--- src/rtl/core/bmt_pkg.sv ---
// ----------------------------------------------------------------------------
// bmt_pkg
// Shared types, widths and constants of the button, mode and light controller.
// ----------------------------------------------------------------------------
package bmt_pkg;

  // Timer and converter widths
  localparam int TIMER_BITS  = 16;
  localparam int SAMPLE_BITS = 12;

  // Field widths fixed by the register map and the channels
  localparam int LEVEL_W   = 12;
  localparam int TICKS_W   = 16;
  localparam int CFG_W     = 16;
  localparam int CFG_IDX_W = 3;
  localparam int LUMA_W    = 8;
  localparam int MODE_W    = 2;
  localparam int STEP_W    = 3;
  localparam int COUNT_W   = 8;

  // Common compare widths
  localparam int TCMP_W = (TIMER_BITS > TICKS_W) ? TIMER_BITS : TICKS_W;
  localparam int BCMP_W = (SAMPLE_BITS > LEVEL_W) ? SAMPLE_BITS : LEVEL_W;

  // Low battery blink period
  localparam int BLINK_PERIOD = 500;
  localparam int BLINK_W      = $clog2(BLINK_PERIOD);

  typedef logic [TIMER_BITS-1:0]  timer_t;
  typedef logic [SAMPLE_BITS-1:0] reading_t;
  typedef logic [BLINK_W-1:0]     blink_t;
  typedef logic [CFG_IDX_W-1:0]   cfg_idx_t;
  typedef logic [STEP_W-1:0]      step_t;

  localparam timer_t TIMER_MAX = '1;
  localparam blink_t BLINK_LAST = blink_t'(BLINK_PERIOD - 1);

  // Register indexes
  localparam cfg_idx_t REG_LOW_LEVEL   = 3'd0;
  localparam cfg_idx_t REG_FULL_LEVEL  = 3'd1;
  localparam cfg_idx_t REG_UV_TIMEOUT  = 3'd2;
  localparam cfg_idx_t REG_CLICK_GUARD = 3'd3;
  localparam cfg_idx_t REG_MODE_WINDOW = 3'd4;
  localparam cfg_idx_t REG_SLEEP_CHECK = 3'd5;
  localparam cfg_idx_t REG_REFRESH     = 3'd6;
  localparam cfg_idx_t REG_SAMPLE      = 3'd7;

  // Register reset values
  localparam logic [LEVEL_W-1:0] RST_LOW_LEVEL   = 12'd3367;
  localparam logic [LEVEL_W-1:0] RST_FULL_LEVEL  = 12'd3895;
  localparam logic [TICKS_W-1:0] RST_UV_TIMEOUT  = 16'd8000;
  localparam logic [TICKS_W-1:0] RST_CLICK_GUARD = 16'd800;
  localparam logic [TICKS_W-1:0] RST_MODE_WINDOW = 16'd1000;
  localparam logic [TICKS_W-1:0] RST_SLEEP_CHECK = 16'd5000;
  localparam logic [TICKS_W-1:0] RST_REFRESH     = 16'd300;
  localparam logic [TICKS_W-1:0] RST_SAMPLE      = 16'd100;

  // Mode steps
  localparam step_t STEP_OFF  = 3'd0;
  localparam step_t STEP_UV   = 3'd1;
  localparam step_t STEP_MOOD = 3'd2;
  localparam step_t STEP_STOP = 3'd3;

  // Reported modes
  localparam logic [MODE_W-1:0] MODE_OFF  = 2'd0;
  localparam logic [MODE_W-1:0] MODE_UV   = 2'd1;
  localparam logic [MODE_W-1:0] MODE_MOOD = 2'd2;

  typedef struct packed {
    logic [LUMA_W-1:0] red;
    logic [LUMA_W-1:0] green;
    logic [LUMA_W-1:0] blue;
    logic [LUMA_W-1:0] white;
  } colour_t;

  localparam colour_t MOOD_RESET = '{red: 8'd0, green: 8'd50, blue: 8'd200, white: 8'd10};
  localparam colour_t UV_COLOUR  = '{red: 8'd0, green: 8'd0, blue: 8'd255, white: 8'd1};
  localparam colour_t DARK       = '{red: 8'd0, green: 8'd0, blue: 8'd0, white: 8'd0};

  // Mood colour step per refresh
  localparam logic [LUMA_W-1:0] RED_STEP   = 8'd2;
  localparam logic [LUMA_W-1:0] GREEN_STEP = 8'd3;
  localparam logic [LUMA_W-1:0] BLUE_STEP  = 8'd6;
  localparam logic [LUMA_W-1:0] WHITE_STEP = 8'd1;

  // One result item
  typedef struct packed {
    logic              charge_lamp;
    logic              uv_drive;
    logic              pixel_drive;
    colour_t           colour;
    logic              sleep_request;
    logic [MODE_W-1:0] mode_now;
    logic              battery_low;
  } result_t;

endpackage

--- src/rtl/core/bmt_tick_if.sv ---
// ----------------------------------------------------------------------------
// bmt_tick_if
// Tick channel: one button edge, charger level and battery sample per transfer.
// ----------------------------------------------------------------------------
interface bmt_tick_if;
  import bmt_pkg::*;

  logic                 valid;
  logic                 ready;
  logic                 button_edge;
  logic                 charger_present;
  logic [LEVEL_W-1:0]   battery_sample;

  modport source (output valid, output button_edge, output charger_present,
                  output battery_sample, input ready);
  modport sink   (input valid, input button_edge, input charger_present,
                  input battery_sample, output ready);
endinterface

--- src/rtl/core/bmt_light_if.sv ---
// ----------------------------------------------------------------------------
// bmt_light_if
// Result channel: lamp drives, colour levels, sleep pulse, mode and low flag.
// ----------------------------------------------------------------------------
interface bmt_light_if;
  import bmt_pkg::*;

  logic              valid;
  logic              ready;
  logic              charge_lamp;
  logic              uv_drive;
  logic              pixel_drive;
  logic [LUMA_W-1:0] red_level;
  logic [LUMA_W-1:0] green_level;
  logic [LUMA_W-1:0] blue_level;
  logic [LUMA_W-1:0] white_level;
  logic              sleep_request;
  logic [MODE_W-1:0] mode_now;
  logic              battery_low;

  modport source (output valid, output charge_lamp, output uv_drive, output pixel_drive,
                  output red_level, output green_level, output blue_level,
                  output white_level, output sleep_request, output mode_now,
                  output battery_low, input ready);
  modport sink   (input valid, input charge_lamp, input uv_drive, input pixel_drive,
                  input red_level, input green_level, input blue_level,
                  input white_level, input sleep_request, input mode_now,
                  input battery_low, output ready);
endinterface

--- src/rtl/core/button_mode_timer_controller_core.sv ---
// ----------------------------------------------------------------------------
// button_mode_timer_controller_core
// Tick driven button, mode, battery and light controller.
// ----------------------------------------------------------------------------
// Each transfer on in_tick is one millisecond tick and produces exactly one
// transfer on out_light. A tick is folded into the controller state in the
// cycle it is taken and its result is registered in the output buffer; the
// block takes one tick per clock indefinitely while out_light keeps up. Results
// go into a two-entry output buffer, so one further tick is still taken while a
// result waits; in_tick.ready drops only when both entries are full. Register
// writes on the cfg_ port take effect from the next tick.
module button_mode_timer_controller_core (
  input  logic                          clk,
  input  logic                          rst_n,
  bmt_tick_if.sink                      in_tick,
  bmt_light_if.source                   out_light,
  input  logic                          cfg_we,
  input  logic [bmt_pkg::CFG_IDX_W-1:0] cfg_idx,
  input  logic [bmt_pkg::CFG_W-1:0]     cfg_wdata
);
  import bmt_pkg::*;

  // Configuration registers
  logic [LEVEL_W-1:0] low_level_r, full_level_r;
  logic [TICKS_W-1:0] uv_timeout_r, click_guard_r, mode_window_r;
  logic [TICKS_W-1:0] sleep_check_r, refresh_r, sample_r;

  // Controller state
  logic              press_pending_r, press_pending_nxt;
  logic [COUNT_W-1:0] press_count_r, press_count_nxt;
  logic [COUNT_W-1:0] seen_count_r, seen_count_nxt;
  step_t             mode_step_r, mode_step_nxt;
  logic              uv_active_r, uv_active_nxt;
  logic              mood_active_r, mood_active_nxt;
  timer_t            click_el_r, click_el_nxt;
  timer_t            uv_el_r, uv_el_nxt;
  timer_t            refresh_el_r, refresh_el_nxt;
  timer_t            sample_el_r, sample_el_nxt;
  timer_t            sleep_el_r, sleep_el_nxt;
  blink_t            blink_el_r, blink_el_nxt;
  reading_t          reading_r, reading_nxt;
  logic              low_flag_r, low_flag_nxt;
  logic              lamp_charge_r, lamp_charge_nxt;
  logic              lamp_uv_r, lamp_uv_nxt;
  logic              lamp_pixel_r, lamp_pixel_nxt;
  colour_t           mood_r, mood_nxt;
  colour_t           shown_r, shown_nxt;
  logic              sleep_now;
  result_t           result;

  // Output buffer
  result_t out_r, skid_r;
  logic    out_valid_r, skid_valid_r;
  logic    accept, pop;

  assign in_tick.ready = !skid_valid_r;
  assign accept        = in_tick.valid && in_tick.ready;
  assign pop           = out_valid_r && out_light.ready;

  // Saturating tick counter
  function automatic timer_t bump(input timer_t t);
    bump = (t == TIMER_MAX) ? TIMER_MAX : t + timer_t'(1);
  endfunction

  // Elapsed count beyond a period
  function automatic logic past(input timer_t t, input logic [TICKS_W-1:0] period);
    past = TCMP_W'(t) > TCMP_W'(period);
  endfunction

  // Register writes
  always_ff @(posedge clk) begin
    if (!rst_n) begin
      low_level_r   <= RST_LOW_LEVEL;
      full_level_r  <= RST_FULL_LEVEL;
      uv_timeout_r  <= RST_UV_TIMEOUT;
      click_guard_r <= RST_CLICK_GUARD;
      mode_window_r <= RST_MODE_WINDOW;
      sleep_check_r <= RST_SLEEP_CHECK;
      refresh_r     <= RST_REFRESH;
      sample_r      <= RST_SAMPLE;
    end else if (cfg_we) begin
      unique case (cfg_idx)
        REG_LOW_LEVEL:   low_level_r   <= cfg_wdata[LEVEL_W-1:0];
        REG_FULL_LEVEL:  full_level_r  <= cfg_wdata[LEVEL_W-1:0];
        REG_UV_TIMEOUT:  uv_timeout_r  <= cfg_wdata[TICKS_W-1:0];
        REG_CLICK_GUARD: click_guard_r <= cfg_wdata[TICKS_W-1:0];
        REG_MODE_WINDOW: mode_window_r <= cfg_wdata[TICKS_W-1:0];
        REG_SLEEP_CHECK: sleep_check_r <= cfg_wdata[TICKS_W-1:0];
        REG_REFRESH:     refresh_r     <= cfg_wdata[TICKS_W-1:0];
        REG_SAMPLE:      sample_r      <= cfg_wdata[TICKS_W-1:0];
        default: ;
      endcase
    end
  end

  // Advance the controller by one tick
  always_comb begin
    press_pending_nxt = press_pending_r | in_tick.button_edge;
    press_count_nxt   = press_count_r;
    seen_count_nxt    = seen_count_r;
    mode_step_nxt     = mode_step_r;
    uv_active_nxt     = uv_active_r;
    mood_active_nxt   = mood_active_r;
    blink_el_nxt      = blink_el_r;
    reading_nxt       = reading_r;
    low_flag_nxt      = low_flag_r;
    lamp_charge_nxt   = lamp_charge_r;
    lamp_uv_nxt       = lamp_uv_r;
    lamp_pixel_nxt    = lamp_pixel_r;
    mood_nxt          = mood_r;
    shown_nxt         = shown_r;
    sleep_now         = 1'b0;

    click_el_nxt   = bump(click_el_r);
    refresh_el_nxt = bump(refresh_el_r);
    sample_el_nxt  = bump(sample_el_r);
    sleep_el_nxt   = bump(sleep_el_r);
    uv_el_nxt      = uv_active_r ? bump(uv_el_r) : uv_el_r;

    // Latch the battery reading
    if (past(sample_el_nxt, sample_r)) begin
      reading_nxt   = SAMPLE_BITS'(in_tick.battery_sample);
      sample_el_nxt = '0;
    end

    // Charge lamp, low flag and blink
    if (in_tick.charger_present) begin
      lamp_charge_nxt = !(BCMP_W'(reading_nxt) > BCMP_W'(full_level_r));
      low_flag_nxt    = 1'b0;
      blink_el_nxt    = '0;
    end else if (BCMP_W'(reading_nxt) < BCMP_W'(low_level_r)) begin
      if (blink_el_r == '0) begin
        lamp_charge_nxt = !lamp_charge_r;
      end
      blink_el_nxt = (blink_el_r == BLINK_LAST) ? '0 : blink_el_r + blink_t'(1);
      low_flag_nxt = 1'b1;
    end else begin
      blink_el_nxt = '0;
    end

    // Refresh lamps and colour
    if (past(refresh_el_nxt, refresh_r)) begin
      if (mood_active_r) begin
        lamp_pixel_nxt  = 1'b1;
        mood_nxt.red    = mood_r.red + RED_STEP;
        mood_nxt.green  = mood_r.green + GREEN_STEP;
        mood_nxt.blue   = mood_r.blue + BLUE_STEP;
        mood_nxt.white  = mood_r.white + WHITE_STEP;
        shown_nxt.red   = mood_nxt.red;
        shown_nxt.green = mood_nxt.green;
        shown_nxt.blue  = mood_nxt.blue;
        shown_nxt.white = mood_r.white;
      end else if (uv_active_r) begin
        lamp_pixel_nxt = 1'b1;
        shown_nxt      = UV_COLOUR;
      end else begin
        lamp_pixel_nxt = 1'b0;
        shown_nxt      = DARK;
      end
      lamp_uv_nxt    = uv_active_r;
      refresh_el_nxt = '0;
    end

    // Count a press once the guard time is over
    if (press_pending_nxt && past(click_el_nxt, click_guard_r)) begin
      press_count_nxt   = press_count_r + COUNT_W'(1);
      press_pending_nxt = 1'b0;
      click_el_nxt      = '0;
    end

    // Quiet window: advance the mode after new presses, and stop UV once it has run too long
    if (past(click_el_nxt, mode_window_r)) begin
      if (press_count_nxt != seen_count_r) begin
        mode_step_nxt = mode_step_r + step_t'(1);
      end
      unique case (mode_step_nxt)
        STEP_UV: begin
          if (!uv_active_r) begin
            uv_el_nxt = '0;
          end
          uv_active_nxt   = 1'b1;
          mood_active_nxt = 1'b0;
          if (past(uv_el_nxt, uv_timeout_r)) begin
            mode_step_nxt = STEP_STOP;
          end
        end
        STEP_MOOD: begin
          uv_active_nxt   = 1'b0;
          mood_active_nxt = 1'b1;
        end
        default: begin
          uv_active_nxt   = 1'b0;
          mood_active_nxt = 1'b0;
          mode_step_nxt   = STEP_OFF;
        end
      endcase
      press_pending_nxt = 1'b0;
      seen_count_nxt    = press_count_nxt;
      click_el_nxt      = '0;
    end

    // Sleep decision
    if (past(sleep_el_nxt, sleep_check_r)) begin
      if (low_flag_nxt || (!uv_active_nxt && !mood_active_nxt && !in_tick.charger_present))
      begin
        sleep_now       = 1'b1;
        lamp_charge_nxt = 1'b0;
        lamp_uv_nxt     = 1'b0;
        lamp_pixel_nxt  = 1'b0;
      end
      sleep_el_nxt = '0;
    end

    // Assemble the result
    result.charge_lamp   = lamp_charge_nxt;
    result.uv_drive      = lamp_uv_nxt;
    result.pixel_drive   = lamp_pixel_nxt;
    result.colour        = shown_nxt;
    result.sleep_request = sleep_now;
    result.mode_now      = uv_active_nxt ? MODE_UV : (mood_active_nxt ? MODE_MOOD : MODE_OFF);
    result.battery_low   = low_flag_nxt;
  end

  // Update state on each tick transfer
  always_ff @(posedge clk) begin
    if (!rst_n) begin
      press_pending_r <= 1'b0;
      press_count_r   <= '0;
      seen_count_r    <= '0;
      mode_step_r     <= STEP_OFF;
      uv_active_r     <= 1'b0;
      mood_active_r   <= 1'b0;
      click_el_r      <= '0;
      uv_el_r         <= '0;
      refresh_el_r    <= '0;
      sample_el_r     <= TIMER_MAX;
      sleep_el_r      <= '0;
      blink_el_r      <= '0;
      reading_r       <= '0;
      low_flag_r      <= 1'b0;
      lamp_charge_r   <= 1'b0;
      lamp_uv_r       <= 1'b0;
      lamp_pixel_r    <= 1'b0;
      mood_r          <= MOOD_RESET;
      shown_r         <= DARK;
    end else if (accept) begin
      press_pending_r <= press_pending_nxt;
      press_count_r   <= press_count_nxt;
      seen_count_r    <= seen_count_nxt;
      mode_step_r     <= mode_step_nxt;
      uv_active_r     <= uv_active_nxt;
      mood_active_r   <= mood_active_nxt;
      click_el_r      <= click_el_nxt;
      uv_el_r         <= uv_el_nxt;
      refresh_el_r    <= refresh_el_nxt;
      sample_el_r     <= sample_el_nxt;
      sleep_el_r      <= sleep_el_nxt;
      blink_el_r      <= blink_el_nxt;
      reading_r       <= reading_nxt;
      low_flag_r      <= low_flag_nxt;
      lamp_charge_r   <= lamp_charge_nxt;
      lamp_uv_r       <= lamp_uv_nxt;
      lamp_pixel_r    <= lamp_pixel_nxt;
      mood_r          <= mood_nxt;
      shown_r         <= shown_nxt;
    end
  end

  // Output buffer control: hold a waiting result, park the next in the skid entry
  always_ff @(posedge clk) begin
    if (!rst_n) begin
      out_valid_r  <= 1'b0;
      skid_valid_r <= 1'b0;
    end else if (!out_valid_r || pop) begin
      if (skid_valid_r) begin
        out_valid_r  <= 1'b1;
        skid_valid_r <= 1'b0;
      end else begin
        out_valid_r <= accept;
      end
    end else if (accept) begin
      skid_valid_r <= 1'b1;
    end
  end

  // Output buffer payload
  always_ff @(posedge clk) begin
    if (!out_valid_r || pop) begin
      if (skid_valid_r) begin
        out_r <= skid_r;
      end else if (accept) begin
        out_r <= result;
      end
    end else if (accept) begin
      skid_r <= result;
    end
  end

  // Drive the result channel
  assign out_light.valid         = out_valid_r;
  assign out_light.charge_lamp   = out_r.charge_lamp;
  assign out_light.uv_drive      = out_r.uv_drive;
  assign out_light.pixel_drive   = out_r.pixel_drive;
  assign out_light.red_level     = out_r.colour.red;
  assign out_light.green_level   = out_r.colour.green;
  assign out_light.blue_level    = out_r.colour.blue;
  assign out_light.white_level   = out_r.colour.white;
  assign out_light.sleep_request = out_r.sleep_request;
  assign out_light.mode_now      = out_r.mode_now;
  assign out_light.battery_low   = out_r.battery_low;

endmodule

--- src/flat_wrapper.sv ---
// flat-port wrapper written by rule: the top's interface ports become plain ports
module button_mode_timer_controller_core_flat import bmt_pkg::*;
  (clk, rst_n, cfg_we, cfg_idx, cfg_wdata, in_tick_valid, in_tick_button_edge, in_tick_charger_present, in_tick_battery_sample, in_tick_ready, out_light_valid, out_light_charge_lamp, out_light_uv_drive, out_light_pixel_drive, out_light_red_level, out_light_green_level, out_light_blue_level, out_light_white_level, out_light_sleep_request, out_light_mode_now, out_light_battery_low, out_light_ready);
  bmt_tick_if in_tick_i ();
  bmt_light_if out_light_i ();
  input  logic clk;
  input  logic rst_n;
  input  logic cfg_we;
  input  logic [bmt_pkg::CFG_IDX_W-1:0] cfg_idx;
  input  logic [bmt_pkg::CFG_W-1:0] cfg_wdata;
  input wire logic [$bits(in_tick_i.valid)-1:0] in_tick_valid;
  input wire logic [$bits(in_tick_i.button_edge)-1:0] in_tick_button_edge;
  input wire logic [$bits(in_tick_i.charger_present)-1:0] in_tick_charger_present;
  input wire logic [$bits(in_tick_i.battery_sample)-1:0] in_tick_battery_sample;
  output wire logic [$bits(in_tick_i.ready)-1:0] in_tick_ready;
  output wire logic [$bits(out_light_i.valid)-1:0] out_light_valid;
  output wire logic [$bits(out_light_i.charge_lamp)-1:0] out_light_charge_lamp;
  output wire logic [$bits(out_light_i.uv_drive)-1:0] out_light_uv_drive;
  output wire logic [$bits(out_light_i.pixel_drive)-1:0] out_light_pixel_drive;
  output wire logic [$bits(out_light_i.red_level)-1:0] out_light_red_level;
  output wire logic [$bits(out_light_i.green_level)-1:0] out_light_green_level;
  output wire logic [$bits(out_light_i.blue_level)-1:0] out_light_blue_level;
  output wire logic [$bits(out_light_i.white_level)-1:0] out_light_white_level;
  output wire logic [$bits(out_light_i.sleep_request)-1:0] out_light_sleep_request;
  output wire logic [$bits(out_light_i.mode_now)-1:0] out_light_mode_now;
  output wire logic [$bits(out_light_i.battery_low)-1:0] out_light_battery_low;
  input wire logic [$bits(out_light_i.ready)-1:0] out_light_ready;
  assign in_tick_i.valid = in_tick_valid;
  assign in_tick_i.button_edge = in_tick_button_edge;
  assign in_tick_i.charger_present = in_tick_charger_present;
  assign in_tick_i.battery_sample = in_tick_battery_sample;
  assign in_tick_ready = in_tick_i.ready;
  assign out_light_valid = out_light_i.valid;
  assign out_light_charge_lamp = out_light_i.charge_lamp;
  assign out_light_uv_drive = out_light_i.uv_drive;
  assign out_light_pixel_drive = out_light_i.pixel_drive;
  assign out_light_red_level = out_light_i.red_level;
  assign out_light_green_level = out_light_i.green_level;
  assign out_light_blue_level = out_light_i.blue_level;
  assign out_light_white_level = out_light_i.white_level;
  assign out_light_sleep_request = out_light_i.sleep_request;
  assign out_light_mode_now = out_light_i.mode_now;
  assign out_light_battery_low = out_light_i.battery_low;
  assign out_light_i.ready = out_light_ready;
  button_mode_timer_controller_core u_core (.clk(clk), .rst_n(rst_n), .in_tick(in_tick_i), .out_light(out_light_i), .cfg_we(cfg_we), .cfg_idx(cfg_idx), .cfg_wdata(cfg_wdata));
endmodule
--- config.mk ---
export PLATFORM = sky130hd
export DESIGN_NAME = button_mode_timer_controller_core_flat
export DESIGN_NICKNAME = d
export VERILOG_FILES = /design/src/rtl/core/bmt_pkg.sv /design/src/rtl/core/bmt_tick_if.sv /design/src/rtl/core/bmt_light_if.sv /design/src/rtl/core/button_mode_timer_controller_core.sv /design/src/flat_wrapper.sv
export SDC_FILE = /design/constraint.sdc
export NUM_CORES = 1
export LEC_CHECK = 0
export ABC_AREA = 1
export BUFFER_PORTS_ARGS = -buffer_cell sky130_fd_sc_hd__buf_2
export CAP_MARGIN = 20
export CORE_UTILIZATION = 59
export DETAILED_ROUTE_END_ITERATION = 8
export PLACE_DENSITY = 0.77
export SYNTH_ARGS = -nofsm -noshare
export SYNTH_HDL_FRONTEND = slang
export SYNTH_SLANG_ARGS = --single-unit
--- constraint.sdc ---
create_clock -name clk -period 14.3 [get_ports clk]
set_clock_uncertainty 0.05 [all_clocks]
set_input_delay 0.715 -clock clk [delete_from_list [all_inputs] [get_ports clk]]
set_output_delay 0.715 -clock clk [all_outputs]
set_load 0.1 [all_outputs]
==> results.toml <==
[synthesis]
ys_seq_area_frac = 0.423
syn-num-nets = 2850
synth.distinct_cells = 59
synth_ff_type = "dfxtp_1"
synth-seq-cells = 389
synth-edff-count = 78
synth_area_per_cell_sq_um = 7.56
async_reset_ff_frac = 0
ys_warn_count = 0
synthCells = 2680
mappedNetlistArea_sq_um = 20300

[floorplanning]
dieArea_sq_um = 35100
die_w_microns = 187
ios = 79
fp.coreArea_sq_um = 33700
rows = 67
die_y_microns = 187
initial_core_util = 0.602

[hold_path]
min_to = "u_core.mode_step_r[2]"
holdPathStages = 2
hp-start = "u_core.mode_step_r[2]"
hold_class = "reg2reg"

[clocking]
cts_htree_levels = 2
postCtsSetupBuffers = 0
cts.repair.resized = 0
path_clk_slew_ns = 0.06
cts-buffers-inserted = 42
hold_buffers = 0
cts-root-buf = "clkbuf_16"
cts.sinks = 389
cts_tree = "yes"
cts_buffer_depth = 3
clk_latency_ns = 0.54

[worst_setup_path]
cpPeakStageDelay_ns = 0.47
r2r_slack_ns = 8.04
cp-start-kind = "flip-flop"
reg2reg_depth = 30
cpMaxStageDelayCell = "nand3_2"
critPathMostFrequentCell = "nand2_1"
r2r_end = "u_core.uv_el_r[1]"
crit_path_end_kind = "flip-flop"
path_class = "reg2reg"
worstPathRequired_ns = 14.62
critical_path.max_fanout = 23
r2r-start = "u_core.click_el_r[0]"
cp_data_arrival_time_ns = 6.58

[pwr]
powerDensity_nw_per_um2 = 114
p_comb_frac = 0.110
vdd_drop_max_mv = 0.0883
power.switching_uw = 661
switching_share = 0.261
p_total_uw = 2540
p_seq_frac = 0.460
p_leak_uw = 0.00964
clkPwrFrac = 0.430
p_int_uw = 1880

[grt]
grt_overflow = 0
grt_pass1_wl_microns = 80000
antenna_found_initial = 0
grt_usage = 0.275
grt_max_degree = 87
grt_pass1_vias = 16500

[sta]
relSlewSlack = 0.273
timing.fmax_mhz = 160
fin_setup_tns_ns = 0
tightest_slew_ns = 1.09
fin_crit_ns = 6.26
grt_setup_unrepaired = "no"
slew_viol_final = 0
post-route-period-util = 0.438
setup_violations = 0
hold_violations = 0

[final_layout]
diodes = 0
drive_above_1_share = 0.0811
fin_nets = 2873
fillers = 2881
syn2layout_area_growth_pct = 10.2

[route]
drt_iter0_drc = 1564
vias_per_cell = 5.59
totalWireLength_microns = 49100
final_antenna_net_count = 0
firstDrtPassIters = 6
wl_per_cell_microns = 15.4
dr_total_vias = 17800
route.detailed.drc = 0

[placed_design]
port_buffers = 78
dp_hpwl_microns = 33300
place.gp.congestion = 0.923

[flow_run]
maxCapViolCount = 0

[run_status]
outcome = "finished clean"
## worst max-delay path: cells and delay by family, from the launching register on
family | cells | cell delay [ns]
buffers and inverters | 3 | 0.33
and+or+nand+nor | 18 | 3.81
DFF | 1 | 0.40
AOI/OAI and AO/OA | 6 | 0.80
adders and majority gates | 3 | 0.73
## how the worst max path moves through the flow
stage               slack (ns)                 start                        end
floorplan                 9.19  u_core.click_el_r[0]  u_core.out_light.uv_drive
global placement          8.17  u_core.click_el_r[0]      u_core.click_el_r[15]
detailed placement        8.19  u_core.click_el_r[0]          u_core.uv_el_r[1]
CTS                       8.15  u_core.click_el_r[0]          u_core.uv_el_r[1]
global route              7.34  u_core.click_el_r[1]          u_core.uv_el_r[1]
finish                    8.04  u_core.click_el_r[0]          u_core.uv_el_r[1]
## cells in the final DEF, fill, tap and decap left out, drive strengths merged, types with 27 or more instances in the layout
master and count:
nand2 609, inv 367, dfxtp 311, a21oi 303, o21ai 205, nor2 173
ha 132, nand3 106, buf 92, edfxtp 78, o211ai 58, clkbuf 56
nor3 41, nand4 39, xor2 27
## power by group through the flow
| stage | logic [uW] | registers (uW) | clock network, uW |
|---|---|---|---|
| 3_5_place_dp | 275 | 1190 | 0 |
| 5_1_grt | 309 | 1170 | 1150 |
| 3_3_place_gp | 267 | 1190 | 0 |
| 2_1_floorplan | 157 | 1240 | 0 |
| 4_1_cts | 277 | 1170 | 1100 |
| 6_report | 279 | 1170 | 1090 |
## synthesized netlist by cell type, types with 8 or more instances
cell type	instances	area share
xnor2_1	11	0.0048
edfxtp_1	78	0.12
nand3_1	100	0.025
inv_2	8	0.0015
or2_2	11	0.0034
a22oi_1	17	0.0063
nand2_2	13	0.0040
nor3_1	39	0.0096
dfxtp_1	311	0.31
a31oi_1	8	0.0025
nand2_1	590	0.11
clkbuf_1	103	0.019
o211ai_1	58	0.021
a21oi_1	299	0.074
nor2_1	168	0.031
o21ai_0	200	0.049
ha_1	132	0.081
inv_1	356	0.066
nand3b_1	13	0.0048
xor2_1	27	0.012
nand4_1	38	0.012
## per-layer routing
layer,vias to the layer above,wire length [microns],track usage
met5,-,0,0
met2,524,22800,0.464
met3,95,2700,0.0317
met1,8243,22300,0.369
met4,0,1220,0.0857
li1,8926,-,-
## state kept, by name, summed over array words and instances, names as in the netlist, 9 cells and up
register,count
u_core.blink_el_r,9
u_core.reading_r,12
u_core.sample_r,16
u_core.mood_r,30
u_core.refresh_r,16
u_core.shown_r,32
u_core.full_level_r,12
u_core.click_guard_r,16
u_core.uv_el_r,16
u_core.low_level_r,12
u_core.skid_r,39
u_core.sleep_check_r,16
u_core.sleep_el_r,16
u_core.sample_el_r,16
u_core.mode_window_r,16
u_core.uv_timeout_r,16
u_core.refresh_el_r,16
u_core.click_el_r,16
## per-stage QoR
step | hold slack [ns] | instances | setup WS (ns) | cell area [sq um] | utilization
2_1_floorplan | 0.375 | 2680 | 9.19 | 20300 | -
3_3_place_gp | 0.386 | 3104 | 8.17 | 20900 | 0.620
3_5_place_dp | 0.396 | 3105 | 8.19 | 20900 | 0.620
4_1_cts | 0.406 | 3182 | 8.15 | 22300 | 0.661
5_1_grt | 0.426 | 3184 | 7.34 | 22300 | 0.663
6_report | 0.407 | 3184 | 8.04 | 22300 | 0.663
## layout make-up
cell class | count | area (sq um) | share of cell area
clock buffer | 56 | 1130 | 0.0508
sequential | 389 | 8570 | 0.384
tap | 448 | 561 | 0.0251
clock inverter | 21 | 249 | 0.0111
inverter | 368 | 1390 | 0.0621
multi-input combinational | 1810 | 9900 | 0.443
timing repair buffer | 92 | 534 | 0.0239
## kinds of logic (layout without fill, tap and decap cells)
group | after synthesis | after routing | share of synthesized area
flip-flops | 389 | 389 | 0.423
multiplexers | 2 | 2 | 0.000988
XOR/XNOR | 38 | 38 | 0.0164
adder cells (fa/ha/maj) | 132 | 132 | 0.0815
AO/OA/AOI/OAI | 631 | 631 | 0.174
buffers and inverters | 481 | 537 | 0.0901
AND/OR/NAND/NOR | 1007 | 1007 | 0.214
Power figures use the tool's default switching activity.
